### config.mk
export PLATFORM = sky130hd
export DESIGN_NAME = mslp_qtab
export DESIGN_NICKNAME = d
export VERILOG_FILES = /design/src/design/mslp_pkg.sv /design/src/design/mslp_qtab.sv
export SDC_FILE = /design/constraint.sdc
export NUM_CORES = 1
export LEC_CHECK = 0
export ABC_CLOCK_PERIOD_IN_PS = 4500
export BUFFER_PORTS_ARGS = -buffer_cell sky130_fd_sc_hd__buf_2
export CAP_MARGIN = 20
export CORE_ASPECT_RATIO = 1.25
export CORE_MARGIN = 2
export CORE_UTILIZATION = 50
export CTS_CLUSTER_SIZE = 28
export DETAILED_ROUTE_END_ITERATION = 6
export GPL_ROUTABILITY_DRIVEN = 0
export PLACE_DENSITY = 0.7
export SLEW_MARGIN = 15
export SYNTH_ARGS = -nofsm -noshare
export SYNTH_HDL_FRONTEND = slang
export SYNTH_SLANG_ARGS = --single-unit
### constraint.sdc
create_clock -name clk -period 4.5 [get_ports clk]
set_input_delay 1.35 -clock clk [delete_from_list [all_inputs] [get_ports clk]]
set_output_delay 1.35 -clock clk [all_outputs]
set_load 0.01 [all_outputs]
### src/design/mslp_pkg.sv
// Shared types, constants and codes for the multi-state LRU pool.
package mslp_pkg;

  localparam int ELEMENTS = 1024;
  localparam int STATES   = 8;
  localparam int IDX_W    = $clog2(ELEMENTS);
  localparam int LINK_W   = IDX_W + 1;
  localparam int STATE_W  = 3;
  localparam int STAMP_W  = 48;
  localparam int CNT_W    = 11;
  localparam int CMD_W    = 3;
  localparam int STS_W    = 2;
  localparam int SIU_W    = 4;
  localparam int CFG_IDX_W = 4;
  localparam int CFG_DAT_W = 4;
  localparam int INFO_W   = STATE_W + STAMP_W;

  localparam logic [LINK_W-1:0]  NIL       = LINK_W'(ELEMENTS);
  localparam logic [STAMP_W-1:0] STAMP_MAX = {STAMP_W{1'b1}};

  // Command codes
  localparam logic [CMD_W-1:0] CMD_MOVE_IDX = 3'd0;
  localparam logic [CMD_W-1:0] CMD_MOVE_OLD = 3'd1;
  localparam logic [CMD_W-1:0] CMD_TOUCH    = 3'd2;
  localparam logic [CMD_W-1:0] CMD_Q_STATE  = 3'd3;
  localparam logic [CMD_W-1:0] CMD_Q_ELEM   = 3'd4;

  // Status codes
  localparam logic [STS_W-1:0] STS_OK    = 2'd0;
  localparam logic [STS_W-1:0] STS_WRONG = 2'd1;
  localparam logic [STS_W-1:0] STS_EMPTY = 2'd2;
  localparam logic [STS_W-1:0] STS_BAD   = 2'd3;

  // Configuration register indexes
  localparam logic [CFG_IDX_W-1:0] REG_STATES_IN_USE = 4'd0;
  localparam logic [CFG_IDX_W-1:0] REG_TIMED_MODE    = 4'd1;

  // One queue descriptor: head, tail and length of a state
  typedef struct packed {
    logic [LINK_W-1:0] head;
    logic [LINK_W-1:0] tail;
    logic [CNT_W-1:0]  len;
  } qent_t;

  // Result of one transaction
  typedef struct packed {
    logic [STS_W-1:0]   status;
    logic [IDX_W-1:0]   result_index;
    logic [STATE_W-1:0] current_state;
    logic [STAMP_W-1:0] stamp;
    logic [CNT_W-1:0]   state_count;
  } result_t;

endpackage

### src/design/mslp_qtab.sv
// Per-state queue descriptor table, one selected entry read and written a cycle.
module mslp_qtab (
  input  logic                          clk,
  input  logic                          rst_n,
  input  logic [mslp_pkg::STATE_W-1:0]  sel,
  input  logic                          we,
  input  mslp_pkg::qent_t               wdata,
  output mslp_pkg::qent_t               rdata
);

  mslp_pkg::qent_t tab_r [mslp_pkg::STATES];

  assign rdata = tab_r[sel];

  // Reset puts every element in state 0
  always_ff @(posedge clk) begin
    if (!rst_n) begin
      for (int i = 0; i < mslp_pkg::STATES; i++) begin
        if (i == 0) begin
          tab_r[i].head <= mslp_pkg::LINK_W'(mslp_pkg::ELEMENTS - 1);
          tab_r[i].tail <= '0;
          tab_r[i].len  <= mslp_pkg::CNT_W'(mslp_pkg::ELEMENTS);
        end else begin
          tab_r[i].head <= mslp_pkg::NIL;
          tab_r[i].tail <= mslp_pkg::NIL;
          tab_r[i].len  <= '0;
        end
      end
    end else if (we) begin
      tab_r[sel] <= wdata;
    end
  end

endmodule

==> results.cfg <==
[run_status]
run_status = complete, no violations

[drt]
viasPerCell = 5.773
ant_nets = 0
post_drt_wl_per_cell_um = 25.11
wl_mm = 28.33
drcViolationCount = 0
first_pass_iters = 5
dr.first_iter.drc_count = 528
vias = 6512

[sta]
fin_crit_sh = 0.9690
rsz0062_at_grt = no
final-hold-violation-count = 0
finalSetupTns_ns = 0
tightestPinTransition_ns = 0.7678
finalSetupViolCount = 0
fmax_ghz = 0.2293
period_needed_ns = 4.361
finalMaxSlewViolations = 0
relSlewSlack = 0.4876

[synthesis]
synth_fp_nets = 766
syn_area_per_cell_um2 = 16.43
synth_top_area_cell = edfxtp_1
synth.top_cell.area_share = 0.6636
ys_ff_latch = 264
async_flop_share = 0
synth-edff-count = 264
ys_warn_count = 0
netlist_top_cells_area = edfxtp_1, and2_1, mux4_2
syn_inst = 727
post-synth-top-count-cell = edfxtp_1
synth-seq-area-share = 0.6636
synth_area_um2 = 11950
synth_flop_cell = edfxtp_1
synth_cell_types = 27
ys_top_cells_by_count = edfxtp_1, and2_1, nand2_1

[cts]
cts_inserted_buffers = 26
clk_pin_slew_ns = 0.06
cts_hold_buf = 0
cts_buffer_depth = 3
cts-htree-levels = 1
cts_num_sinks = 264
cts_resized = 0
cts_setup_buffers = 0
root_buffer = clkbuf_16
cts_tree = yes

[final_layout]
nets = 851
multi_input_area_um2 = 3860
final_util = 0.5858
reg.largest.list = tab_r: 264 flops
drive_above_1_share = 0.2656
regMostFlops = tab_r
ff_latch_area_um2 = 7928
fill_cells = 1795
area_growth_pct = 15.57
largest_reg_flops = 264

[floorplan]
start_util = 0.5069
dieWidth_um = 142.3
dieArea_um2 = 25150
row_count = 63
core_um2 = 23570
die_h_um = 176.8
ios = 72

[power_and_ir_drop]
powerDensity_nw_per_um2 = 404.5
combPwrFrac = 0.085
clock_power_share = 0.396
peakVddDrop_mv = 0.3216
p_int_uw = 4392
seq_power_share = 0.519
leakage_uw = 0.005018
p_sw_frac = 0.2136
p_switching_uw = 1193

[placement]
numPortBuffers = 71
dpl.hpwl_mm = 16.53

[grt]
grt_max_degree = 55
first_global_vias = 7048
grt_overflow = 0
antenna_found_initial = 4
grt_pass1_wl_mm = 42.78
track_usage = 0.2344

[worst_hold_path]
hold_path.class = primary input to register

[worst_setup_path]
cp_max_fo = 20
required_ns = 3.15
end_kind = primary output
crit_type = primary input to primary output
timing.critical_path.from_type = primary input
cp.arrival_ns = 3.01

[run]
maxCapViolations = 0
layout by cell type, fill, tap and decap left out, types with 3 or more instances in the layout:
cell,n
nor2_2,5
buf_4,23
mux4_2,37
clkinv_1,5
mux2_2,20
mux4_1,28
and2_1,239
bufinv_16,4
edfxtp_1,264
buf_2,70
nand2_1,38
clkbuf_1,3
or3_1,12
diode_2,4
clkinv_2,8
buf_12,12
clkbuf_16,27
o21ai_4,6
nand2b_1,13
final timing paths:
check	from	end	slack [ns]	cells past startpoint
worst max-delay path	sel[0]	rdata[1]	0.14	5
worst min-delay path	wdata[21]	tab_r[2][21]	1.16	2
layer usage:
metal | share of wire | GRT usage | wire (um)
met4 | 0.022 | 0.07708 | 619
met1 | 0.38 | 0.3017 | 10890
met3 | 0.071 | 0.03598 | 2016
met2 | 0.52 | 0.4094 | 14800
met5 | 0.00039 | 0 | 11
worst max-delay path, stage by stage:
cell and delay [ns]:
buf_4 0.35, buf_12 0.27, mux4_1 0.59, mux2_2 0.29, buf_2 0.14
stage by stage:
stage | power [uW] | instances | worst slack [ns] | instance area (um^2) | hold slack [ns]
3_5_place_dp | 3433 | 1076 | 0.1196 | 12920 | 1.693
6_report | 5585 | 1128 | 0.1395 | 13810 | 1.164
5_1_grt | 5755 | 1126 | 0.05656 | 13800 | 1.174
3_3_place_gp | 3413 | 1076 | 0.1342 | 12920 | 1.679
2_1_floorplan | 3214 | 727 | -0.1859 | 11950 | 1.522
4_1_cts | 5615 | 1124 | 0.1172 | 13800 | 1.144
power by group through the flow:
stage / Combinational [uW] / Clock (uW) / Sequential (uW)
floorplan: 277 / 0 / 2940
global placement: 475 / 0 / 2940
detailed placement: 481 / 0 / 2950
CTS: 484 / 2230 / 2900
global route: 511 / 2330 / 2910
finish: 477 / 2210 / 2900
final cells by class:
cell class | count | share of cell area
Clock buffer | 30 | 0.04975
Timing Repair Buffer | 105 | 0.05528
Sequential cell | 264 | 0.5742
Clock inverter | 18 | 0.01350
Multi-Input combinational cell | 413 | 0.2796
Antenna cell | 4 | 0.0007250
Inverter | 2 | 0.0005437
Tap cell | 292 | 0.02646
kinds of logic (layout without fill, tap and decap cells):
| kind of cell | after synthesis | in the layout | share of synthesized area |
|---|---|---|---|
| AO/OA/AOI/OAI | 9 | 9 | 0.004503 |
| flip-flops | 264 | 264 | 0.6636 |
| buffers and inverters | 50 | 155 | 0.02158 |
| multiplexers | 86 | 86 | 0.1510 |
| AND/OR/NAND/NOR | 318 | 318 | 0.1593 |
| other | 0 | 4 | 0 |
Note: power is estimated with default switching activity, not from simulation.
