<file path="src/design/mslp_ram.sv">
// Generic single-write, single-read RAM with registered read data.
module mslp_ram #(
  parameter int WIDTH = 8,
  parameter int DEPTH = 16
) (
  input  logic                     clk,
  input  logic                     we,
  input  logic [$clog2(DEPTH)-1:0] waddr,
  input  logic [WIDTH-1:0]         wdata,
  input  logic                     re,
  input  logic [$clog2(DEPTH)-1:0] raddr,
  output logic [WIDTH-1:0]         rdata
);

  logic [WIDTH-1:0] mem [DEPTH];

  always_ff @(posedge clk) begin
    if (we) begin
      mem[waddr] <= wdata;
    end
    if (re) begin
      rdata <= mem[raddr];
    end
  end

endmodule

</file>
<file path="config.mk">
export PLATFORM = sky130hd
export DESIGN_NAME = mslp_ram
export DESIGN_NICKNAME = d
export VERILOG_FILES = /design/src/design/mslp_ram.sv
export SDC_FILE = /design/constraint.sdc
export NUM_CORES = 1
export LEC_CHECK = 0
export ABC_AREA = 1
export BUFFER_PORTS_ARGS = -buffer_cell sky130_fd_sc_hd__buf_4
export CORE_MARGIN = 8
export CORE_UTILIZATION = 35
export DETAILED_ROUTE_END_ITERATION = 16
export SLEW_MARGIN = 25
export SYNTH_ARGS = -nofsm -noshare
export SYNTH_HDL_FRONTEND = slang
export SYNTH_SLANG_ARGS = --single-unit
export TNS_END_PERCENT = 20
</file>
<file path="constraint.sdc">
create_clock -name clk -period 1.8 [get_ports clk]
set_input_delay 0.18 -clock clk [delete_from_list [all_inputs] [get_ports clk]]
set_output_delay 0.18 -clock clk [all_outputs]
set_load 0.01 [all_outputs]
</file>
==> results of run 1 <==
==> power by group through the flow <==
stage	Sequential [mW]	Combinational (mW)	Clock, mW
after floorplan	3.66	0.250	0
after global placement	3.65	0.453	0
after detailed placement	3.66	0.458	0
after CTS	3.59	0.459	3.42
after global routing	3.60	0.513	3.56
final	3.59	0.455	3.37
==> sequential cells by signal, summed over array words and instances (netlist names) <==
| signal | count |
|---|---|
| rdata | 8 |
| mem | 128 |
==> how the worst max path moves through the flow <==
stage | slack, ns | from | endpoint
final | 0.60 | rdata[5] | rdata[5]
after global routing | 0.53 | mem[5][4] | rdata[4]
after detailed placement | 0.37 | raddr[0] | rdata[4]
after global placement | 0.36 | raddr[0] | rdata[4]
after CTS | 0.57 | rdata[6] | rdata[6]
after floorplan | 0.67 | waddr[2] | mem[10][0]
==> metrics by stage <==
| step | util, % | worst slack, ns |
|---|---|---|
| after CTS | 42.1 | 0.568 |
| after floorplan | - | 0.669 |
| after detailed placement | 38.7 | 0.370 |
| final | 42.1 | 0.601 |
| after global placement | 38.7 | 0.363 |
| after global routing | 42.1 | 0.528 |
==> kinds of logic (layout without fill, tap and decap cells) <==
logic type,Yosys count,count (layout)
and+or+nand+nor,289,289
buffers and inverters,126,182
DFF,136,136
==> synth_stat cells <==
| master | count |
|---|---|
| nand3_1 | 97 |
| buf_4 | 4 |
| nand2_1 | 173 |
| buf_1 | 1 |
| buf_6 | 6 |
| nor2_1 | 17 |
| inv_1 | 100 |
| buf_2 | 13 |
| edfxtp_1 | 136 |
| inv_2 | 2 |
| nand3b_1 | 2 |
==> layer usage <==
| metal | track usage (%) | share of wire, % |
|---|---|---|
| met1 | 17.3 | 47 |
| met4 | 4.48 | 0.96 |
| met5 | 0 | 0 |
| met3 | 4.20 | 6.4 |
| met2 | 20.1 | 46 |
==> worst register-to-register path, stage by stage, from the launching register on <==
cell and delay, ns:
edfxtp_1 0.37, inv_1 0.07, nand2_1 0.05, nand3_1 0.09, nand3_1 0.10, nand3_1 0.10, nand2_1 0.12
==> area by class of cell <==
| cell class | count | area [sq um] | share of cell area, % |
|---|---|---|---|
| Sequential cell | 136 | 4080 | 58.9 |
| Multi-Input combinational cell | 289 | 1210 | 17.5 |
| Clock buffer | 20 | 437 | 6.30 |
| Timing Repair Buffer | 48 | 410 | 5.92 |
| Inverter | 102 | 383 | 5.52 |
| Tap cell | 220 | 275 | 3.97 |
| Clock inverter | 12 | 133 | 1.91 |
==> run metrics, run 1 <==
status finished, final reports clean; Total GRT Usage 13.1%; largest net degree at the start of global routing 65; nets 613; R2R depth 6; CP endpoint kind primary output; max frequency 0.834 GHz; Hold Crit Class primary input to flip-flop; max incr delay on CP around 0.43 ns; Leak 2.96 nW; TritonRoute pass-1 iters 5; top-area cell type share of the netlist area between 60% and 70%; gpl congestion 0.786; Synth Area in Compound Gates 0%; WP data required 1.62 ns; Chip Width 145 um; Clock Sink Count 136; critical path's slowest cell edfxtp_1; PostCTS Resize Cnt 0; PortBufs 26; worst reg2reg setup slack 0.65 ns; Cells after Synth 551; layout cells sized above 1 12.4%; placed cell area 6370 sq um; RSZ-0062 raised after global routing no; DP Cell Count 795; Synth Area in XOR/XNOR 0%; Clock power frac 45.4%; DR iter-0 viols around 340; Site Rows 47; commonest non-fill, non-tap cell in the layout nand2_1; mux contribution to synthesized area 0%; total congestion overflow 0; Root Buffer Master clkbuf_16; switch share between 20% and 30%; synth warn 0; hold slack 0.0750 ns; Finished Layout Cells 827; Clock Tree Buf Depth 2; synth top area cells edfxtp_1 (70%), nand2_1 (11%), nand3_1 (8.3%); Synth Net Count 570; part of the power in registers 48.4%; Critical Path Source Type flip-flop; # diodes 0; Setup CP Type flip-flop to primary output; Adder-Cell Fraction of Synth Area 0%; first-pass GRT wire length 21.3 mm; CTS Hold Bufs 0; Via density 4.61; Critical Path Fanout Max 1; cell depth of the worst setup path 1; I/O pin cnt 27; worst-margin pin slew 0.391 ns; Simple-Gate Fraction of Synth Area 20.8%; P_int approximately 5.9 mW; die area 21100 sq um; Slew headroom between 70% and 80%; pwr/cell area 1070 nW/um^2; Yosys reg bits 136; Setup Fix Bufs, Post-CTS 0; worst hold path startpoint re; worst endpoint data arrival time 1.02 ns; max_cap viols 0; cell taking the most area after synthesis edfxtp_1; Min-Delay Path Depth 1; vias in the first global route 3857; max-slew violation count 0; antenna-violating nets left 0; Comb power frac slightly above 6%; period utilization 66.6%; synthesized area 5850 sq um; Post-Route Skew between 0.007 and 0.008 ns; placed wire-length estimate 8.38 mm; Post-Route Setup TNS 0 ns; TritonCTS clock tree done; syn_area_per_cell 10.6 sq um; final wirelength between 10 and 15 mm; Worst R2R End rdata[4]; DRC 0; Starting Density between 30 and 40%; Yosys cell types 11; Psw approximately 1.5 mW; core area 16500 sq um; r2r startpoint mem[5][4]; cell family with most CP delay flip-flops; Tot Pwr 7.41 mW; WHS Endpoint rdata[7]; DIE HEIGHT 145 um; fillcell total between 1500 and 2000; final setup fails 0; CP bufs+invs 1; CTS buffer count 17; wire length per cell 16.0 um; min Tclk post-route 1.20 ns; peak supply drop 0.680 mV; most frequent cells in the layout nand2_1 (173), edfxtp_1 (136), inv_1 (100); antenna violations before repair 0; DR vias 3813; sequential element share of the synthesized area 69.8%; clock slew at reported path FFs 0.06 ns; final instance area between 6000 and 7000 sq um; critical path, cell by cell buf_4; H-tree depth 4; area grow syn2layout 18.6%; Skew-Pair Late Insertion Delay 0.41 ns; Hold Vio Cnt, Final 0; combinational family with the most area after synthesis simple AND/OR/NAND/NOR gates
No activity file was read; power rests on OpenSTA's default activity.
==> inputs of run 2 (changes only) <==
==> constraint.sdc (replaced) <==
create_clock -name clk -period 1.1 [get_ports clk]
set_input_delay 0.11 -clock clk [delete_from_list [all_inputs] [get_ports clk]]
set_output_delay 0.11 -clock clk [all_outputs]
set_load 0.01 [all_outputs]
==> run 2 against run 1 <==
Against the previous run:
- the flow now finishes with violations (negative setup slack)
- utilization is 1.6 points higher
- clock-buffer cell count is 2 higher
- clock skew is 0.00051 ns higher
- die area stayed put
- first-iteration DRC count is 22% lower
- final cell count is 1.6% higher
- worst setup slack worse by 0.64 ns
- critical endpoint is now rdata[6]
==> run metrics, run 2 (synthesis gave the netlist of run 1 again) <==
TritonCTS clock tree done; CP bufs+invs 1; Slew headroom 74.1%; CP endpoint kind primary output; peak supply drop around 1.1 mV; Tot Pwr 12.3 mW; Final Core Density between 40 and 50%; placed wire-length estimate between 9 and 10 mm; max-slew violation count 0; worst endpoint data arrival time 1.02 ns; Hold Vio Cnt, Final 0; commonest non-fill, non-tap cell in the layout nand2_1; min Tclk post-route approximately 1.1 ns; cell family with most CP delay flip-flops; TritonRoute pass-1 iters 7; CTS buffer count 17; core area between 15000 and 20000 sq um; die area 21100 sq um; final setup fails 1; placed cell area 6510 sq um; DR vias between 3000 and 4000; top flop regs mem: 128 flops, rdata: 8 flops; worst hold path startpoint wdata[4]; status finished, violations left; PortBufs 26; DR iter-0 viols about 260; period utilization 103%; DIE HEIGHT 145 um; gpl congestion approximately 0.84; Skew-Pair Late Insertion Delay 0.42 ns; pwr/cell area between 1500 and 2000 nW/um^2; total congestion overflow 0; Root Buffer Master clkbuf_16; Starting Density 35.5%; # diodes 0; clock slew at reported path FFs 0.06 ns; Finished Layout Cells 840; max frequency 0.881 GHz; H-tree depth 4; DP Cell Count 807; max reg flops 128; Leak 3.09 nW; area grow syn2layout 23.2%; antenna-violating nets left 0; worst-margin pin slew 0.388 ns; nets 626; Clock Tree Buf Depth 2; WP data required 0.99 ns; Hold Crit Class primary input to flip-flop; Setup WS post-layout -0.0344 ns; layout cells sized above 1 17.9%; Clock Sink Count between 100 and 150; critical path, cell by cell buf_6; wire length per cell 16.1 um; Critical Path Fanout Max 1; Via density 4.68; largest net degree at the start of global routing 30; Post-Route Skew about 0.008 ns; Site Rows 47; vias in the first global route 3989; RSZ-0062 raised after global routing yes; Setup CP Type flip-flop to primary output; final wirelength 13.5 mm; Critical Path Source Type flip-flop; Total GRT Usage 13.4%; max incr delay on CP about 0.45 ns; violated checks negative setup slack; final instance area 7200 sq um; first-pass GRT wire length 21.6 mm; fillcell total 1558; critical path's slowest cell edfxtp_1; antenna violations before repair 0; most frequent cells in the layout nand2_1 (170), edfxtp_1 (136), inv_1 (99); I/O pin cnt 27; crit path from rdata[6]; Reg with most FFs mem; max_cap viols 0; Chip Width approximately 150 um; r2r startpoint mem[4][4]; DRC 0
## run 2: changes by cell type in the layout (fill, tap and decap cells not counted), sizes merged
cell | previous run | this run
clkinvlp | 1 | 0
dlygate4sd3 | 0 | 1
clkinv | 8 | 7
clkbuf | 20 | 22
buf | 48 | 60
## run 2: cell type report
cell class	instances	area [sq um]	share of cell area, %
Tap cell	220	275	3.82
Sequential cell	136	4080	56.7
Clock inverter	10	128	1.77
Clock buffer	22	444	6.17
Multi-Input combinational cell	289	1320	18.3
Timing Repair Buffer	61	572	7.94
Inverter	102	383	5.32
## run 2: path summary, 6_finish.rpt
| check | to | slack [ns] | depth (start not counted) |
|---|---|---|---|
| worst max register to register | rdata[4] | 0.02 | 6 |
| worst min-delay path | mem[14][4] | 0.02 | 1 |
| worst max-delay path | rdata[6] | -0.03 | 1 |
| worst min register to register | rdata[6] | 0.75 | 6 |
## run 2: repair_timing
action,4_1_cts,5_1_grt
setup buffers,0,0
endpoints found under the setup margin,5,11
resized for setup,5,21
hold buffers,1,0
hold endpoints to repair,8,0
pin swaps,0,10
## run 2: layer usage
metal  routed length, um  track usage, %  up-vias
li1                    -               -     1899
met1                6080            16.9     1873
met2                6270            20.9      134
met3                 852            3.89       24
met4                 331            6.35        0
met5                   0               0        -
## run 2: through the flow
step	worst slack (ns)	hold WS, ns	TNS (ns)
final	-0.0344	0.0196	-0.0344
after global routing	-0.0796	0.0374	-0.254
after CTS	-0.0507	0.0161	-0.0507
after detailed placement	-0.219	0.422	-2.65
after global placement	-0.242	0.422	-1.93
after floorplan	0.0392	0.209	0
## run 2: report_power, final
group          internal, mW  switching, mW  total [mW]
logic                 0.317          0.535       0.852
clock network          3.53           2.03        5.56
registers              5.84         0.0349        5.88
total                  9.69           2.60        12.3
